==> src/rtl/hermite_spline_table_eval_assert.svh <==
// ----------------------------------------------------------------------------
// assertion macros for the spline table block
// clocked on clk, disabled while arst_n is low
// ----------------------------------------------------------------------------
`ifndef HERMITE_SPLINE_TABLE_EVAL_ASSERT_SVH
`define HERMITE_SPLINE_TABLE_EVAL_ASSERT_SVH

// same-cycle implication
`define HSTE_ASSERT_SAME(lbl, ante, cons, msg) \
	lbl: assert property (@(posedge clk) disable iff (!arst_n) (ante) |-> (cons)) \
		else $error(msg);

// next-cycle implication
`define HSTE_ASSERT_NEXT(lbl, ante, cons, msg) \
	lbl: assert property (@(posedge clk) disable iff (!arst_n) (ante) |=> (cons)) \
		else $error(msg);

`endif

==> src/rtl/hste_pkg.sv <==
`timescale 1ns / 1ps
// ----------------------------------------------------------------------------
// hste_pkg
// shared types and constants of the spline table evaluator
// ----------------------------------------------------------------------------
package hste_pkg;

	localparam logic FUNC_INSERT = 1'b0;
	localparam logic FUNC_EVAL   = 1'b1;

	typedef struct packed {
		logic signed [31:0] pos;
		logic signed [31:0] val;
		logic signed [31:0] tan_in;
		logic signed [31:0] tan_out;
	} knot_t;

	// broadcast to every cell
	typedef struct packed {
		logic               ins;
		logic               rep;
		logic signed [31:0] x;
		knot_t              knot;
	} cell_cmd_t;

	// segment handed to the evaluator
	typedef struct packed {
		logic               interior;
		logic signed [31:0] spec_value;
		knot_t              left;
		knot_t              right;
		logic signed [31:0] s;
	} eval_sel_t;

	typedef enum logic [3:0] {
		EV_IDLE,
		EV_DIV,
		EV_MA,
		EV_MB,
		EV_MC,
		EV_MD,
		EV_ME,
		EV_MF,
		EV_MG,
		EV_MH,
		EV_MI,
		EV_MJ,
		EV_DONE
	} eval_state_t;

endpackage

==> src/rtl/hste_cell.sv <==
`timescale 1ns / 1ps
// ----------------------------------------------------------------------------
// hste_cell
// one knot slot of the sorted chain; shifts right from its neighbor on insert
// ----------------------------------------------------------------------------
module hste_cell (
	input  logic               clk,
	input  hste_pkg::cell_cmd_t cmd,
	input  logic signed [31:0] query,
	input  logic               valid,
	input  logic               prev_valid,
	input  logic               prev_gt,
	input  logic               prev_le,
	input  hste_pkg::knot_t    prev_knot,
	input  logic               next_le,
	output hste_pkg::knot_t    knot,
	output logic               gt,
	output logic               le,
	output logic               eq,
	output logic               is_left,
	output logic               is_right,
	output hste_pkg::knot_t    left,
	output hste_pkg::knot_t    right
);
	import hste_pkg::*;

	knot_t knot_q;
	logic  take_prev;
	logic  take_new;

	assign knot = knot_q;
	assign gt   = valid && (knot_q.pos > cmd.x);
	assign eq   = valid && (knot_q.pos == cmd.x);
	assign le   = valid && (knot_q.pos <= query);

	assign take_prev = cmd.ins && prev_gt;
	assign take_new  = cmd.ins && !prev_gt && prev_valid && (gt || !valid);

	assign is_left  = le && !next_le;
	assign is_right = valid && prev_le && !le;
	assign left     = is_left ? knot_q : '0;
	assign right    = is_right ? knot_q : '0;

	always_ff @(posedge clk) begin
		if (take_prev) begin
			knot_q <= prev_knot;
		end else if (take_new) begin
			knot_q <= cmd.knot;
		end else if (cmd.rep && eq) begin
			knot_q.val     <= cmd.knot.val;
			knot_q.tan_in  <= cmd.knot.tan_in;
			knot_q.tan_out <= cmd.knot.tan_out;
		end
	end
endmodule

==> config.mk <==
export PLATFORM = sky130hd
export DESIGN_NAME = hste_cell
export DESIGN_NICKNAME = d
export VERILOG_FILES = /design/src/rtl/hermite_spline_table_eval_assert.svh /design/src/rtl/hste_pkg.sv /design/src/rtl/hste_cell.sv
export SDC_FILE = /design/constraint.sdc
export NUM_CORES = 1
export LEC_CHECK = 0
export BUFFER_PORTS_ARGS = -buffer_cell sky130_fd_sc_hd__buf_2
export CORE_AREA = 2 2 282 284
export CTS_BUF_LIST = sky130_fd_sc_hd__clkbuf_2 sky130_fd_sc_hd__clkbuf_4 sky130_fd_sc_hd__clkbuf_8
export DETAILED_ROUTE_END_ITERATION = 10
export DIE_AREA = 0 0 284 286
export GPL_ROUTABILITY_DRIVEN = 0
export SYNTH_ARGS = -nofsm -noshare
export SYNTH_HDL_FRONTEND = slang
export SYNTH_SLANG_ARGS = --single-unit
==> constraint.sdc <==
create_clock -name clk -period 7.3 [get_ports clk]
set_clock_uncertainty 0.05 [all_clocks]
set_input_delay 0.365 -clock clk [delete_from_list [all_inputs] [get_ports clk]]
set_output_delay 0.365 -clock clk [all_outputs]
set_load 0.03 [all_outputs]
# ---- Word level (Yosys, flattened, before mapping)
# Index checks and enable logic that the tools add are counted.
dict set report op_classes {
  magnitude_cmp 2
  eq_ne 1
  mux 6
  n_reduce_logical 18
}
# operator n
set ops {}
lappend ops {{128-bit 2-to-1 mux} 3}
lappend ops {{96-bit 2-to-1 mux} 2}
lappend ops {{32-bit == test} 1}
lappend ops {{32-bit greater-than comparator} 1}
lappend ops {{32-bit less-or-equal comparator} 1}
lappend ops {{32-bit 2-to-1 mux} 1}
lappend ops {{1-bit logical AND} 11}
lappend ops {{1-bit zero test} 4}
lappend ops {{3-bit nonzero test} 1}
lappend ops {{2-bit nonzero test} 1}
lappend ops {{1-bit logical OR} 1}
dict set report word_totals {
  regBits 128
  in_bits 328
  out_inout_bits 389
}

# ---- Longest topological paths before layout
dict set report depth {
  ltp_word 6
  mapped_depth 12
  depth_no_buf 10
}

# ---- Worst setup path after synthesis
# Ideal clock, no wire load.
dict set report synth_path {
  path_type {flip-flop to flip-flop}
  startpoint {register knot_q, in the netlist knot[119]}
  endpoint {register knot_q, in the netlist knot[0], enable pin}
  setup_time_ns 1.138
  t_arrival_ns 4.207
  required_time_ns 6.112
  setup_slack_ns 1.905
  path_stages_with_launch 9
  path_buffers 0
  period_less_slack_ns 5.395
  cell_sequence {edfxtp_1 > ha_1 > nand4_1 > or4_1 > nor3_1 > a21oi_1 > o21ai_0 > a21o_1 > nand3_1}
}
dict set report synth_between {
  elab_chain_cells 5
  word_cells_on_any_way 8
  classes_between {1 x order compare; 1 x eq/ne; 6 x reduce/logical}
}
# element line
set synth_lines {}
lappend synth_lines {{start: declaration} hste_cell.sv:27} ;# knot_t knot_q;
lappend synth_lines {{start signal: assignment} hste_cell.sv:46} ;# knot_q <= prev_knot;
lappend synth_lines {{start signal: assignment} hste_cell.sv:48} ;# knot_q <= cmd.knot;
lappend synth_lines {{32-bit greater-than comparator} hste_cell.sv:32} ;# assign gt = valid && (knot_q.pos > cmd.x);
lappend synth_lines {{1-bit logical AND} hste_cell.sv:32}
lappend synth_lines {{1-bit logical OR} hste_cell.sv:37} ;# assign take_new = cmd.ins && !prev_gt && prev_valid && (gt || !valid);
lappend synth_lines {{1-bit logical AND} hste_cell.sv:37}
lappend synth_lines {{3-bit nonzero test (no line) (*)} -}
# Mark *: on every way between the ends. The rest lies on a longest branch, timed or not.
# A chain may end at the register's enable or synchronous reset.

==> impl_metrics.tcl <==
set metrics [dict create \
    outcome "complete, no violations" \
    arrival_ns 4.30 \
    routed_wl_um 54700 \
    cp-end-kind "primary output" \
    die_area_mm2 0.0812 \
    fin_area_mm2 0.0150 \
    synth_cells 811 \
    ys_seq_elements 128 \
    grt_pass1_vias 9568 \
    max_cap_viol_count 0 \
    cts_htree_levels 4 \
    vias_per_cell 3.70 \
    crit_required_ns 6.88 \
    combinationalPowerShare 0.343 \
    cts_setup_buffers 0 \
    area_growth_pct 70.3 \
    die_w_um 284 \
    setup_viol_count_final 0 \
    drv_slew 0 \
    final_util 0.192 \
    cp-start-kind "register" \
    hold_viol 0 \
    cts_root_buffer "clkbuf_8" \
    syn-cell-area_mm2 0.00883 \
    path_class "register to primary output" \
    track_usage 0.128 \
    min_path_type "input port to register" \
    cts_hold_buf 100 \
    max_stage_delay_ns 0.61 \
    fin_nets 1991 \
    synth_edf_count 128 \
    wl_per_cell_um 20.5 \
    worst_slew_pin_slew_ns 0.895 \
    portBuffers 716 \
    cts_sinks 128 \
    vdd_drop_max_mv 0.0896 \
    rows 103 \
    cts_buffers 17 \
    dr.pass1.iters 5 \
    hpwl_um 44000 \
    ys.flop_type "edfxtp_1" \
    synth.distinct_cells 37 \
    synthesis.nets 1203 \
    antenna_found_initial 23 \
    period_share 0.647 \
    die_h_um 286 \
    clkPwrFrac 0.285 \
    dpl-instance-area_mm2 0.0136 \
    gr-total-overflow 0 \
    yosysSeqAreaShare 0.435 \
    drive_gt1_frac 0.553 \
    timing.fmax_mhz 212 \
    p_int_mw 1.60 \
    path_cells "ha_1 > a21o_1 > a21o_1 > a221oi_1 > o211a_1 > mux2i_4 > buf_4 > and3_1 > buf_2" \
    drtAntennaViolNets 0 \
    ys_warn_count 0 \
    grt_max_degree 68 \
    grt_pass1_wl_um 72300 \
    io_pins 717 \
    drc 0 \
    synth_area_leaders "edfxtp_1, mux2_2, and2_1" \
    clock_path_buffers 2 \
    core_mm2 0.0784 \
    rsz0062_at_grt "no" \
    cts_tree "done" \
    period_needed_ns 4.72 \
    synth_top_cell_area_share 0.435 \
    postSynthAreaPerCell_um2 10.9 \
    num_vias 9850 \
    cp_max_fo 67 \
    yosys.area.top_type "edfxtp_1" \
    p_switching_mw 1.06 \
    total_power_mw 2.66 \
    async_flop_share 0 \
    p_leak_nw 7.83 \
    crit_family "compound AO/OA/AOI/OAI gates" \
    crit_top_cell "a21o_1" \
    p_sw_frac 0.397 \
    worst-path-buf-inv 2 \
    slowest_stage "a221oi_1" \
    power_density_mw_per_mm2 177 \
    start_util 0.113 \
    largest_register_ff_count 128 \
    drt_iter0_drc 420 \
    clock_latency_ns 0.54 \
    cts.clk_slew.worst_paths_ns 0.09 \
    post-synth-top-count-cell "and2_1" \
    max-slew-margin-rel 0.401 \
    seqPwrFrac 0.371 \
    cts-resized-gates 0 \
    fin_setup_tns_ns 0 \
    ys_top_cells_by_count "and2_1, and3_1, edfxtp_1, mux2_2, inv_1" \
]
## worst paths after layout
| path | start | end | slack (ns) | depth (start not counted) |
|---|---|---|---|---|
| max | knot[125] | right[127] | 2.58 | 9 |
| max reg2reg | knot[105] | knot[45] | 3.49 | 10 |
| min | cmd[12] | knot[12] | 0.1 | 2 |
| min reg2reg | knot[127] | knot[126] | 1.82 | 5 |
## routing by layer
layer	track usage	up-vias	wire length, um
met1	0.154	4656	22400
met2	0.213	609	25600
met4	0.0633	8	2380
met5	0	-	46
met3	0.0322	96	4330
li1	-	4481	-
## power by group through the flow
stage                     sequential (mW)  clock, mW  combinational, mW
after detailed placement             1.01          0              0.868
after floorplan                      1.06          0              0.421
after global placement               1.01          0              0.868
after CTS                           0.992      0.818              0.921
after global routing                0.996      0.831              0.973
final                               0.987      0.759              0.914
## worst register-to-register path, cell delays in order (launching register included)
cell and delay [ns]:
edfxtp_1 0.53, ha_1 0.35, a21o_1 0.16, a21o_1 0.17, a21oi_1 0.36, a31oi_1 0.15, a2bb2oi_1 0.14, o21ai_0 0.23
a21o_1 0.22, nand3_4 0.55, buf_4 0.61
## cells in the final DEF, fill, tap and decap left out, types with 5 or more instances in the layout
cell,n
and2_1,129
clkbuf_8,17
o21ai_0,7
inv_1,65
a21o_1,5
ha_1,64
buf_2,716
nand4_1,13
mux2_2,128
a21oi_1,23
o21a_1,5
and3_1,128
nand2_1,15
buf_4,9
edfxtp_1,128
nor2_1,9
dlygate4sd3_1,100
## kinds of logic (layout without fill, tap and decap cells)
family,Yosys count,count (layout),share of synthesized area
mux,129,129,0.165
simple gates,314,314,0.215
fa+ha+maj,64,64,0.0907
flops,128,128,0.435
compound gates,55,55,0.0392
buf+inv,121,922,0.0551
other cells,0,2,0
## per-stage QoR
stage               cells  worst slack (ns)  hold slack [ns]
floorplan             811              1.91            0.535
global placement     2530              3.04            0.618
detailed placement   2530              3.03            0.619
CTS                  2662              2.37         0.000112
global route         2663              2.37           0.0295
finish               2664              2.58           0.0980
## layout make-up
class	instances	area, um^2
fillers	8787	63300
repair buffers	825	4650
multi-input cells	562	4540
flip-flops and latches	128	3840
well taps	1050	1310
inverters	65	244
clock buffers	18	241
clock inverters	14	204
diodes	2	5.00
No activity file was read; power rests on OpenSTA's default activity.
